File: src/rtl/core/cptu_pkg.sv
// Shared types, codes and constants for the cascaded prescaled timer unit.
// No dependencies; used by cptu_timer and cascaded_prescaled_timer_unit.
`default_nettype none

package cptu_pkg;

   // Timer count and defaults
   localparam int NUM_TIMERS_DEF = 4;
   localparam int CNT_W          = 16;
   localparam int PRESC_W        = 10;
   localparam int CTL_W          = 8;
   localparam int FLAG_W         = 4;
   localparam int SEL_W          = 2;

   localparam logic [CNT_W-1:0] CNT_MAX = 16'hFFFF;

   // Control byte bit positions
   localparam int CTL_CASCADE_BIT = 2;
   localparam int CTL_IRQ_BIT     = 6;
   localparam int CTL_ENABLE_BIT  = 7;

   // Request action codes
   typedef enum logic [1:0] {
      ACT_TICK       = 2'd0,
      ACT_WR_RELOAD  = 2'd1,
      ACT_WR_CONTROL = 2'd2,
      ACT_RD_COUNTER = 2'd3
   } action_type;

   // Per-timer command, decoded from one request
   typedef struct packed {
      logic tick;
      logic wr_reload;
      logic wr_control;
   } timer_cmd_type;

   // Prescaler terminal value for a prescale select
   function automatic logic [PRESC_W-1:0] presc_match(input logic [1:0] psel);
      logic [PRESC_W-1:0] m;
      case (psel)
         2'd0:    m = 10'd0;
         2'd1:    m = 10'd63;
         2'd2:    m = 10'd255;
         2'd3:    m = 10'd1023;
         default: m = 10'd0;
      endcase
      return m;
   endfunction

endpackage

`default_nettype wire

File: src/rtl/core/cptu_timer.sv
// One 16-bit timer channel: counter, reload, control byte and prescaler.
// Depends on cptu_pkg.
`default_nettype none

module cptu_timer (
   input  wire logic                        clock,
   input  wire logic                        reset,
   input  wire cptu_pkg::timer_cmd_type     cmd,
   input  wire logic [cptu_pkg::CNT_W-1:0]  write_data,
   input  wire logic                        chain_en,
   input  wire logic                        chain_in,
   output logic                             overflow,
   output logic                             irq,
   output logic [cptu_pkg::CNT_W-1:0]       count
);

   logic [cptu_pkg::CNT_W-1:0]   count_ff, count_in;
   logic [cptu_pkg::CNT_W-1:0]   reload_ff, reload_in;
   logic [cptu_pkg::CTL_W-1:0]   ctrl_ff, ctrl_in;
   logic [cptu_pkg::PRESC_W-1:0] presc_ff, presc_in;

   logic enable, cascade, presc_fire, count_step, enable_rise;

   // Decode control and step conditions
   assign enable      = ctrl_ff[cptu_pkg::CTL_ENABLE_BIT];
   assign cascade     = ctrl_ff[cptu_pkg::CTL_CASCADE_BIT] && chain_en;
   assign presc_fire  = presc_ff >= cptu_pkg::presc_match(ctrl_ff[1:0]);
   assign count_step  = cmd.tick && enable && (cascade ? chain_in : presc_fire);
   assign overflow    = count_step && (count_ff == cptu_pkg::CNT_MAX);
   assign irq         = overflow && ctrl_ff[cptu_pkg::CTL_IRQ_BIT];
   assign enable_rise = cmd.wr_control && write_data[cptu_pkg::CTL_ENABLE_BIT] && !enable;
   assign count       = count_ff;

   // Next state
   always_comb begin
      count_in  = count_ff;
      presc_in  = presc_ff;
      reload_in = cmd.wr_reload ? write_data : reload_ff;
      ctrl_in   = cmd.wr_control ? write_data[cptu_pkg::CTL_W-1:0] : ctrl_ff;
      if (enable_rise) begin
         count_in = reload_ff;
         presc_in = '0;
      end else if (cmd.tick && enable) begin
         if (cascade) begin
            if (chain_in) begin
               presc_in = '0;
            end
         end else if (presc_fire) begin
            presc_in = '0;
         end else begin
            presc_in = presc_ff + 1'b1;
         end
         if (count_step) begin
            count_in = overflow ? reload_ff : count_ff + 1'b1;
         end
      end
   end

   always_ff @(posedge clock) begin
      if (reset) begin
         count_ff  <= '0;
         reload_ff <= '0;
         ctrl_ff   <= '0;
         presc_ff  <= '0;
      end else begin
         count_ff  <= count_in;
         reload_ff <= reload_in;
         ctrl_ff   <= ctrl_in;
         presc_ff  <= presc_in;
      end
   end

endmodule

`default_nettype wire

File: src/rtl/core/cascaded_prescaled_timer_unit.sv
// Top level of the cascaded prescaled timer unit: request register, timer
// channels, result register. Depends on cptu_pkg and cptu_timer.
//
//  channel  direction  handshake             payload
//  req      in         req_valid/req_ready   action, timer_select, write_data
//  rsp      out        rsp_valid/rsp_ready   read_data, irq_pulse, overflow_flags
//
// One request per clock sustained while rsp_ready is held; a request passes the
// request register, then the timer update and result register in the same edge.
// The cascade ripple through NUM_TIMERS channels sets the longest path.
// Synchronous reset clears all timer state and both pipeline valids.
// A stalled result holds its register; the request register still takes one
// new transfer while the result waits.
`default_nettype none

module cascaded_prescaled_timer_unit #(
   parameter int NUM_TIMERS = cptu_pkg::NUM_TIMERS_DEF
) (
   input  wire logic                          clock,
   input  wire logic                          reset,
   input  wire logic                          req_valid,
   output logic                               req_ready,
   input  wire logic [1:0]                    req_action,
   input  wire logic [cptu_pkg::SEL_W-1:0]    req_timer_select,
   input  wire logic [cptu_pkg::CNT_W-1:0]    req_write_data,
   output logic                               rsp_valid,
   input  wire logic                          rsp_ready,
   output logic [cptu_pkg::CNT_W-1:0]         rsp_read_data,
   output logic [cptu_pkg::FLAG_W-1:0]        rsp_irq_pulse,
   output logic [cptu_pkg::FLAG_W-1:0]        rsp_overflow_flags
);

   // Request register
   logic                         in_valid_ff, in_valid_in;
   cptu_pkg::action_type         action_ff;
   logic [cptu_pkg::SEL_W-1:0]   sel_ff;
   logic [cptu_pkg::CNT_W-1:0]   data_ff;

   // Result register
   logic                         out_valid_ff, out_valid_in;
   logic [cptu_pkg::CNT_W-1:0]   rd_ff, rd_in;
   logic [cptu_pkg::FLAG_W-1:0]  irq_ff, irq_in;
   logic [cptu_pkg::FLAG_W-1:0]  ovf_ff, ovf_in;

   logic advance;
   logic sel_ok;

   cptu_pkg::timer_cmd_type      cmd    [NUM_TIMERS];
   logic [cptu_pkg::CNT_W-1:0]   count  [NUM_TIMERS];
   logic [NUM_TIMERS-1:0]        ovf_vec;
   logic [NUM_TIMERS-1:0]        irq_vec;

   // Flow control
   assign advance     = in_valid_ff && (!out_valid_ff || rsp_ready);
   assign req_ready   = !in_valid_ff || advance;
   assign in_valid_in = req_ready ? req_valid : in_valid_ff;
   assign out_valid_in = advance ? 1'b1 : (out_valid_ff && !rsp_ready);
   assign sel_ok      = 32'(sel_ff) < NUM_TIMERS;

   always_ff @(posedge clock) begin
      if (reset) begin
         in_valid_ff  <= 1'b0;
         out_valid_ff <= 1'b0;
      end else begin
         in_valid_ff  <= in_valid_in;
         out_valid_ff <= out_valid_in;
      end
   end

   always_ff @(posedge clock) begin
      if (req_ready) begin
         action_ff <= cptu_pkg::action_type'(req_action);
         sel_ff    <= req_timer_select;
         data_ff   <= req_write_data;
      end
      if (advance) begin
         rd_ff  <= rd_in;
         irq_ff <= irq_in;
         ovf_ff <= ovf_in;
      end
   end

   // Timer channels with cascade chain
   for (genvar t = 0; t < NUM_TIMERS; t++) begin : g_timer
      logic targeted;
      assign targeted = sel_ok && (32'(sel_ff) == t);
      assign cmd[t].tick       = advance && (action_ff == cptu_pkg::ACT_TICK);
      assign cmd[t].wr_reload  = advance && targeted && (action_ff == cptu_pkg::ACT_WR_RELOAD);
      assign cmd[t].wr_control = advance && targeted
                                 && (action_ff == cptu_pkg::ACT_WR_CONTROL);
      cptu_timer u_timer (
         .clock      (clock),
         .reset      (reset),
         .cmd        (cmd[t]),
         .write_data (data_ff),
         .chain_en   (t > 0),
         .chain_in   ((t > 0) ? ovf_vec[(t > 0) ? t - 1 : 0] : 1'b0),
         .overflow   (ovf_vec[t]),
         .irq        (irq_vec[t]),
         .count      (count[t])
      );
   end

   // Result assembly
   always_comb begin
      rd_in  = '0;
      irq_in = '0;
      ovf_in = '0;
      for (int t = 0; t < NUM_TIMERS; t++) begin
         if (t < cptu_pkg::FLAG_W) begin
            irq_in[t % cptu_pkg::FLAG_W] = irq_vec[t];
            ovf_in[t % cptu_pkg::FLAG_W] = ovf_vec[t];
         end
         if ((action_ff == cptu_pkg::ACT_RD_COUNTER) && (32'(sel_ff) == t)) begin
            rd_in = count[t];
         end
      end
   end

   assign rsp_valid          = out_valid_ff;
   assign rsp_read_data      = rd_ff;
   assign rsp_irq_pulse      = irq_ff;
   assign rsp_overflow_flags = ovf_ff;

endmodule

`default_nettype wire
File: config.mk
export PLATFORM = sky130hd
export DESIGN_NAME = cascaded_prescaled_timer_unit
export DESIGN_NICKNAME = d
export VERILOG_FILES = /design/src/rtl/core/cptu_pkg.sv /design/src/rtl/core/cptu_timer.sv /design/src/rtl/core/cascaded_prescaled_timer_unit.sv
export SDC_FILE = /design/constraint.sdc
export NUM_CORES = 1
export LEC_CHECK = 0
export BUFFER_PORTS_ARGS = -buffer_cell sky130_fd_sc_hd__buf_2
export CAP_MARGIN = 25
export CORE_UTILIZATION = 40
export DETAILED_ROUTE_END_ITERATION = 7
export HOLD_SLACK_MARGIN = 0.15
export SLEW_MARGIN = 20
export SYNTH_ARGS = -nofsm -noshare
export SYNTH_HDL_FRONTEND = slang
export SYNTH_SLANG_ARGS = --single-unit
File: constraint.sdc
create_clock -name clock -period 5 [get_ports clock]
set_input_delay 0.5 -clock clock [delete_from_list [all_inputs] [get_ports clock]]
set_output_delay 0.5 -clock clock [all_outputs]
set_load 0.005 [all_outputs]
# After elaboration in Yosys (flattened, before gate mapping)
# Index checks and enable logic that the tools add are counted.
[word_totals] register_bits=246 output_inout_bits=26 input_bits=24
[op_classes] eq_ne=25 n_lt_le_gt_ge=4 mux=38 reduce_logical=77 add_sub_neg=8
[op_table] op="$mux W16" n=20
[op_table] op="$pmux W10 S4" n=4
[op_table] op="$mux W10" n=10
[op_table] op="$add A16 B1 Y16 const B" n=4
[op_table] op="$eq A16 B16 Y1 const B" n=4
[op_table] op="$logic_and A1 B1 Y1" n=43
[op_table] op="$add A10 B1 Y10 const B" n=4
[op_table] op="$ge A10 B10 Y1" n=4
[op_table] op="$eq A2 B2 Y1 const B" n=12
[op_table] op="$reduce_bool A2 Y1" n=8
[op_table] op="$reduce_and A2 Y1" n=7
[op_table] op="$eq A2 B1 Y1 const B" n=6
[op_table] op="$logic_not A2 Y1" n=6
[op_table] op="$reduce_or A2 Y1" n=4
[op_table] op="$logic_not A1 Y1" n=7
[op_table] op="$ne A2 B2 Y1 const B" n=3
[op_table] op="$mux W1" n=4
[op_table] op="$logic_or A1 B1 Y1" n=2

# Depth between registers and ports, before layout
[logic_depth] word_depth=20 ltp_mapped=13

# By module
# A second synthesis with hierarchy kept.
[unflattened] cells_unflattened=1270 hier_area_um2=12268.0
[modules_own_cells] mod="cptu_timer" cells_per_inst=284 n_inst=4 area_per_inst_um2=2541.2 seq_area_each_um2=940.9
[modules_own_cells] mod="cascaded_prescaled_timer_unit" cells_per_inst=134 n_inst=1 area_per_inst_um2=2103.3 seq_area_each_um2=1361.3

# Worst setup path after synthesis
# Ideal clock, no wire load.
[synth_timing] path_type="reg-to-reg" startpoint="register g_timer[3].u_timer.ctrl_ff[0] in the netlist's numbering" endpoint="register g_timer[3].u_timer.count_ff (netlist bit g_timer[3].u_timer.count[11])" arrival_ns=2.805 setup_slack_ns=2.073 path_stages_with_launch=12 synth_period_minus_slack_ns=2.927 t_required_ns=4.878 path_cell_list="dfxtp_1 > or2_2 > inv_1 > ha_1 > a21o_1 > a21oi_1 > o21ai_0 > a2111oi_1 > o41ai_1 > a41o_1 > buf_2 > a221o_1"
[synth_via] elab_chain_len=10 elab_cells_between_ends=15
[synth_lines] item="from (decl)" line_no="cptu_timer.sv:19" text="logic [cptu_pkg::CTL_W-1:0] ctrl_ff, ctrl_in;"
[synth_lines] item="from (signal assigned)" line_no="cptu_timer.sv:68" text="ctrl_ff <= ctrl_in;"
[synth_lines] item="$eq A2 B2 Y1 (tied with other cells)" line_no="cptu_pkg.sv:40" text="case (psel)"
[synth_lines] item="$pmux W10 S4 (*)" line_no="cptu_pkg.sv:40"
[synth_lines] item="$ge A10 B10 Y1 (*)" line_no="cptu_timer.sv:27" text="assign presc_fire = presc_ff >= cptu_pkg::presc_match(ctrl_ff[1:0]);"
[synth_lines] item="$mux W1 (*)" line_no="cptu_timer.sv:28" text="assign count_step = cmd.tick && enable && (cascade ? chain_in : presc_fire);"
[synth_lines] item="$logic_and A1 B1 Y1 (*)" line_no="cptu_timer.sv:28"
[synth_lines] item="$logic_and A1 B1 Y1" line_no="cptu_timer.sv:29" text="assign overflow = count_step && (count_ff == cptu_pkg::CNT_MAX);"
[synth_lines] item="$mux W16" line_no="cptu_timer.sv:54" text="count_in = overflow ? reload_ff : count_ff + 1'b1;"
[synth_lines] item="$mux W16" line_no="cptu_timer.sv:53" text="if (count_step) begin"
[synth_lines] item="$mux W16" line_no="cptu_timer.sv:43" text="end else if (cmd.tick && enable) begin"
[synth_lines] item="$mux W16" line_no="cptu_timer.sv:40" text="if (enable_rise) begin"
[synth_lines] item="to (signal assigned)" line_no="cptu_timer.sv:66" text="count_ff <= count_in;"
[synth_lines] item="to (decl)" line_no="cptu_timer.sv:17" text="logic [cptu_pkg::CNT_W-1:0] count_ff, count_in;"
# Mark *: on every way between the ends. The rest lies on a longest branch, timed or not. The select of a mux whose other input is x is not followed.
# A chain may end at the register's enable or synchronous reset.

# Worst setup path after layout
[layout_timing] startpoint="register g_timer[1].u_timer.ctrl_ff[0] in the netlist's numbering" endpoint="register g_timer[3].u_timer.count_ff (netlist bit g_timer[3].u_timer.count[8])"
[layout_via] elab_chain_len=16 elab_cells_between_ends=21
[layout_lines] item="from (decl)" line_no="cptu_timer.sv:19"
[layout_lines] item="from (signal assigned)" line_no="cptu_timer.sv:68"
[layout_lines] item="$eq A2 B2 Y1 (tied with other cells)" line_no="cptu_pkg.sv:40"
[layout_lines] item="$pmux W10 S4 (*)" line_no="cptu_pkg.sv:40"
[layout_lines] item="$ge A10 B10 Y1 (*)" line_no="cptu_timer.sv:27"
[layout_lines] item="$mux W1 (*)" line_no="cptu_timer.sv:28"
[layout_lines] item="$logic_and A1 B1 Y1 (*)" line_no="cptu_timer.sv:28"
[layout_lines] item="$logic_and A1 B1 Y1 (*)" line_no="cptu_timer.sv:29"
[layout_lines] item="$mux W1 (*)" line_no="cptu_timer.sv:28"
[layout_lines] item="$logic_and A1 B1 Y1 (*)" line_no="cptu_timer.sv:28"
[layout_lines] item="$logic_and A1 B1 Y1 (*)" line_no="cptu_timer.sv:29"
[layout_lines] item="$mux W1 (*)" line_no="cptu_timer.sv:28"
[layout_lines] item="$logic_and A1 B1 Y1 (*)" line_no="cptu_timer.sv:28"
[layout_lines] item="$logic_and A1 B1 Y1" line_no="cptu_timer.sv:29"
[layout_lines] item="$mux W16" line_no="cptu_timer.sv:54"
[layout_lines] item="$mux W16" line_no="cptu_timer.sv:53"
[layout_lines] item="$mux W16" line_no="cptu_timer.sv:43"
[layout_lines] item="$mux W16" line_no="cptu_timer.sv:40"
# Marked as above.

==> key figures <==
Setup path
  • CP startpoint kind: register
  • Worst-path cell chain: or2_2 -> inv_1 -> ha_1 -> a211oi_1 -> o2111a_1 -> o41a_1 -> o22a_1 -> a21oi_2 -> nor2_1 -> a221o_1
  • CP Launch Point: g_timer[1].u_timer.ctrl_ff[0]
  • CP required: around 5.5 ns
  • CP max stage delay: about 0.70 ns
  • Worst r2r src: g_timer[1].u_timer.ctrl_ff[0]
  • Critical path peak fanout: 12
  • Critical path endpoint category: register
  • Setup CP Type: register to register
  • CP max stage cell: nor2_1
  • CP arrival: roughly 4.2 ns

Layout
  • Antenna cell count: 0
  • Most frequent cells in the layout: dfxtp_1, nor2_1, mux2i_1, nand2_1, a21oi_1
  • Fillers: between 2000 and 3000
  • Share of cells above drive strength 1: 0.115
  • Nets: 1372
  • Synthesis-to-finish area growth: 14.2%
  • Most common cell after layout, fill and taps aside: dfxtp_1

Timing
  • Least-Margin Pin Slew: between 1 and 1.5 ns
  • Setup TNS Final: 0 ns
  • Slew HR: 0.320
  • Post-route minimum period: about 3.7 ns
  • RSZ-0062 raised after global routing: false
  • Setup slack after layout: between 1 and 1.5 ns
  • # setup viols final: 0
  • Final slew viol count: 0
  • Fin. Hold Viols: 0
  • Worst-case clock skew: 0.00987 ns
  • Period utilization: 0.747
  • Fmax: 0.268 GHz

Worst hold path
  • Hold_sp: req_timer_select[0]
  • Worst min-delay path class: input pin to register

Detailed routing
  • Pre-Repair DR Iteration Count: 5
  • Drt wl/cell: approximately 20 µm
  • Initial DRC Count: about 960
  • WL final: around 34000 µm
  • Vias/cell: roughly 5.8
  • DRC viols: 0
  • Antenna Nets Post-Route: 0
  • Total number of vias: between 9000 and 10000

Floorplan
  • Row count: 62
  • Chip Height: between 150 and 200 µm
  • Top-Level Pins: 50
  • Die area: 30100 µm²
  • Die Span X: ~170 µm
  • Initial Utilization: 0.408
  • Core Area: 28900 µm²

Synth
  • Post-Syn Area: roughly 12000 µm²
  • Post-synth EDFFs: 44
  • Async SR Flop Fraction: 0
  • Yosys synthesis warning count: 0
  • Flip-flop and latch count after synthesis: approximately 230
  • Syn nets: approximately 1300
  • Cells after Synth: around 1300
  • Register area share after synthesis: 0.433
  • Number of distinct library cells after synthesis: 84
  • Syn_area_per_cell: 9.34 µm²
  • Main flop type after synthesis: dfxtp_1

Place
  • Dpl hpwl: between 20000 and 25000 µm
  • IO Port Bufs: 49
  • GPL Wtd Cong: between 0.9 and 1
  • Worst slack, placed: 1.26 ns

Pwr
  • Sw Share: 0.226
  • P_sw: 0.938 mW
  • Clk pwr share: 0.483
  • Power share of the combinational group: 0.036
  • Cell Int Power: 3.21 mW
  • Static Leakage: roughly 5.2 nW
  • Reg power frac: 0.482
  • Worst vdd rail ir drop: between 0.2 and 0.25 mV
  • Pwr dens: 308 nW/µm²

Clock network
  • CTS tree: yes
  • Reg clk slew, reported paths: 0.06 ns
  • Root Buffer: clkbuf_16
  • Longest Clk Path Bufs: 3
  • Htree depth: 1
  • Num CTS Buffers: 26
  • Post_cts resized: 0
  • Clock Sinks: about 230
  • Clock latency on the worst-skew pair: approximately 0.54 ns

Global routing
  • GRT Util Overall: 0.225
  • Grt ovf: 0
  • Initial antenna violation count: 1
  • Vias in the first global route: 9128
  • Pin count of the biggest net entering global routing: 77
  • First-pass GRT wire length: ~53000 µm

Run
  • Max-Cap Viols: 0

Outcome
  • Status: finished clean
==> registers in the layout, indices dropped and copies added, names as in the netlist <==
| name | count |
|---|---|
| rsp_irq_pulse | 4 |
| g_timer.u_timer.presc_ff | 40 |
| sel_ff | 2 |
| rsp_valid | 1 |
| in_valid_ff | 1 |
| data_ff | 16 |
| g_timer.u_timer.count | 64 |
| g_timer.u_timer.reload_ff | 64 |
| rsp_overflow_flags | 4 |
| action_ff | 2 |
| g_timer.u_timer.ctrl_ff | 19 |
| rsp_read_data | 16 |
==> cells by family after synthesis <==
family,synth area share
buffers and inverters,0.0359
and+or+nand+nor,0.224
adders and majority gates,0.0457
xor gates and xnor gates,0.0223
DFF,0.433
muxes,0.105
AOI/OAI and AO/OA,0.134
==> critical path: cells and delay by family (launching register included) <==
family | cells | cell delay, ns
buffers and inverters | 1 | 0.15
adder cells (fa/ha/maj) | 1 | 0.27
AO/OA/AOI/OAI | 6 | 1.92
AND/OR/NAND/NOR | 2 | 1.01
flip-flops | 1 | 0.31
==> metrics by stage <==
step	util	std cells	power [mW]	hold WS (ns)	cell area (µm²)
after detailed placement	0.428	1642	2.17	0.469	12400
final	0.466	1709	4.15	0.179	13500
after CTS	0.465	1707	4.18	0.152	13400
after global routing	0.466	1709	4.28	0.156	13500
after floorplan	-	1261	2.10	0.425	11800
after global placement	0.427	1641	2.17	0.463	12300
==> metal layers <==
metal	track usage	share of wire
met4	0.0716	0.030
met1	0.323	0.47
met2	0.336	0.43
met5	0	0
met3	0.0454	0.073
==> repair_timing <==
| action | 4_1_cts | 5_1_grt |
|---|---|---|
| hold endpoints to repair | 17 | 0 |
| buffers inserted | 0 | 0 |
| hold buffers | 17 | 0 |
==> worst paths after layout <==
| path | to | slack [ns] | cells after the start |
|---|---|---|---|
| max reg2reg | g_timer[3].u_timer.count[8] | 1.27 | 10 |
| min reg2reg | g_timer[1].u_timer.count[4] | 0.48 | 2 |
| min | sel_ff[0] | 0.18 | 1 |
| max | g_timer[3].u_timer.count[8] | 1.27 | 10 |
==> cell usage after synthesis (4+ instances only) <==
cell      count  area (µm²)
nor3b_1       5        37.5
and2_1        8        50.1
xor2_1       23         201
nor2b_1       6        37.5
xnor2_1       7        61.3
and4_1        5        43.8
a31oi_1       8        50.1
o31ai_1       5        37.5
a221o_1      12         120
o32ai_1      16         140
or3_1        14        87.6
nand4_1      40         250
or4_1         4        30.0
o21ai_0      32         160
and3_1       33         206
clkbuf_1     39         146
or2_2        14        87.6
a211oi_1      7        52.6
mux4_2       16         360
a21oi_1      72         360
nand2b_1     14        87.6
a32oi_1       7        61.3
dfxtp_1     189        3780
nor2_1      165         619
nand2_1      84         315
o211ai_1      6        45.0
mux2i_1      87         871
a21o_1        4        30.0
edfxtp_1     44        1320
nor4_1       16         100
inv_1        42         158
buf_2        20         100
nor3_1       39         195
ha_1         43         538
o21a_1        4        30.0
nand3_1      55         275
==> cell type report <==
| class | instances | area [µm²] | area share |
|---|---|---|---|
| Clock buffer | 29 | 662 | 0.0492 |
| Clock inverter | 19 | 224 | 0.0166 |
| Inverter | 42 | 158 | 0.0117 |
| Multi-Input combinational cell | 923 | 6260 | 0.466 |
| Sequential cell | 233 | 5100 | 0.379 |
| Tap cell | 384 | 480 | 0.0357 |
| Timing Repair Buffer | 79 | 563 | 0.0418 |
==> power by group through the flow <==
stage	Sequential [mW]	Clock, mW	Combinational [mW]
after floorplan	2.00	0	0.0997
after global placement	2.04	0	0.129
after detailed placement	2.04	0	0.132
after CTS	2.00	2.03	0.143
after global routing	2.00	2.12	0.162
final	2.00	2.00	0.148
No activity file was read; power rests on OpenSTA's default activity.
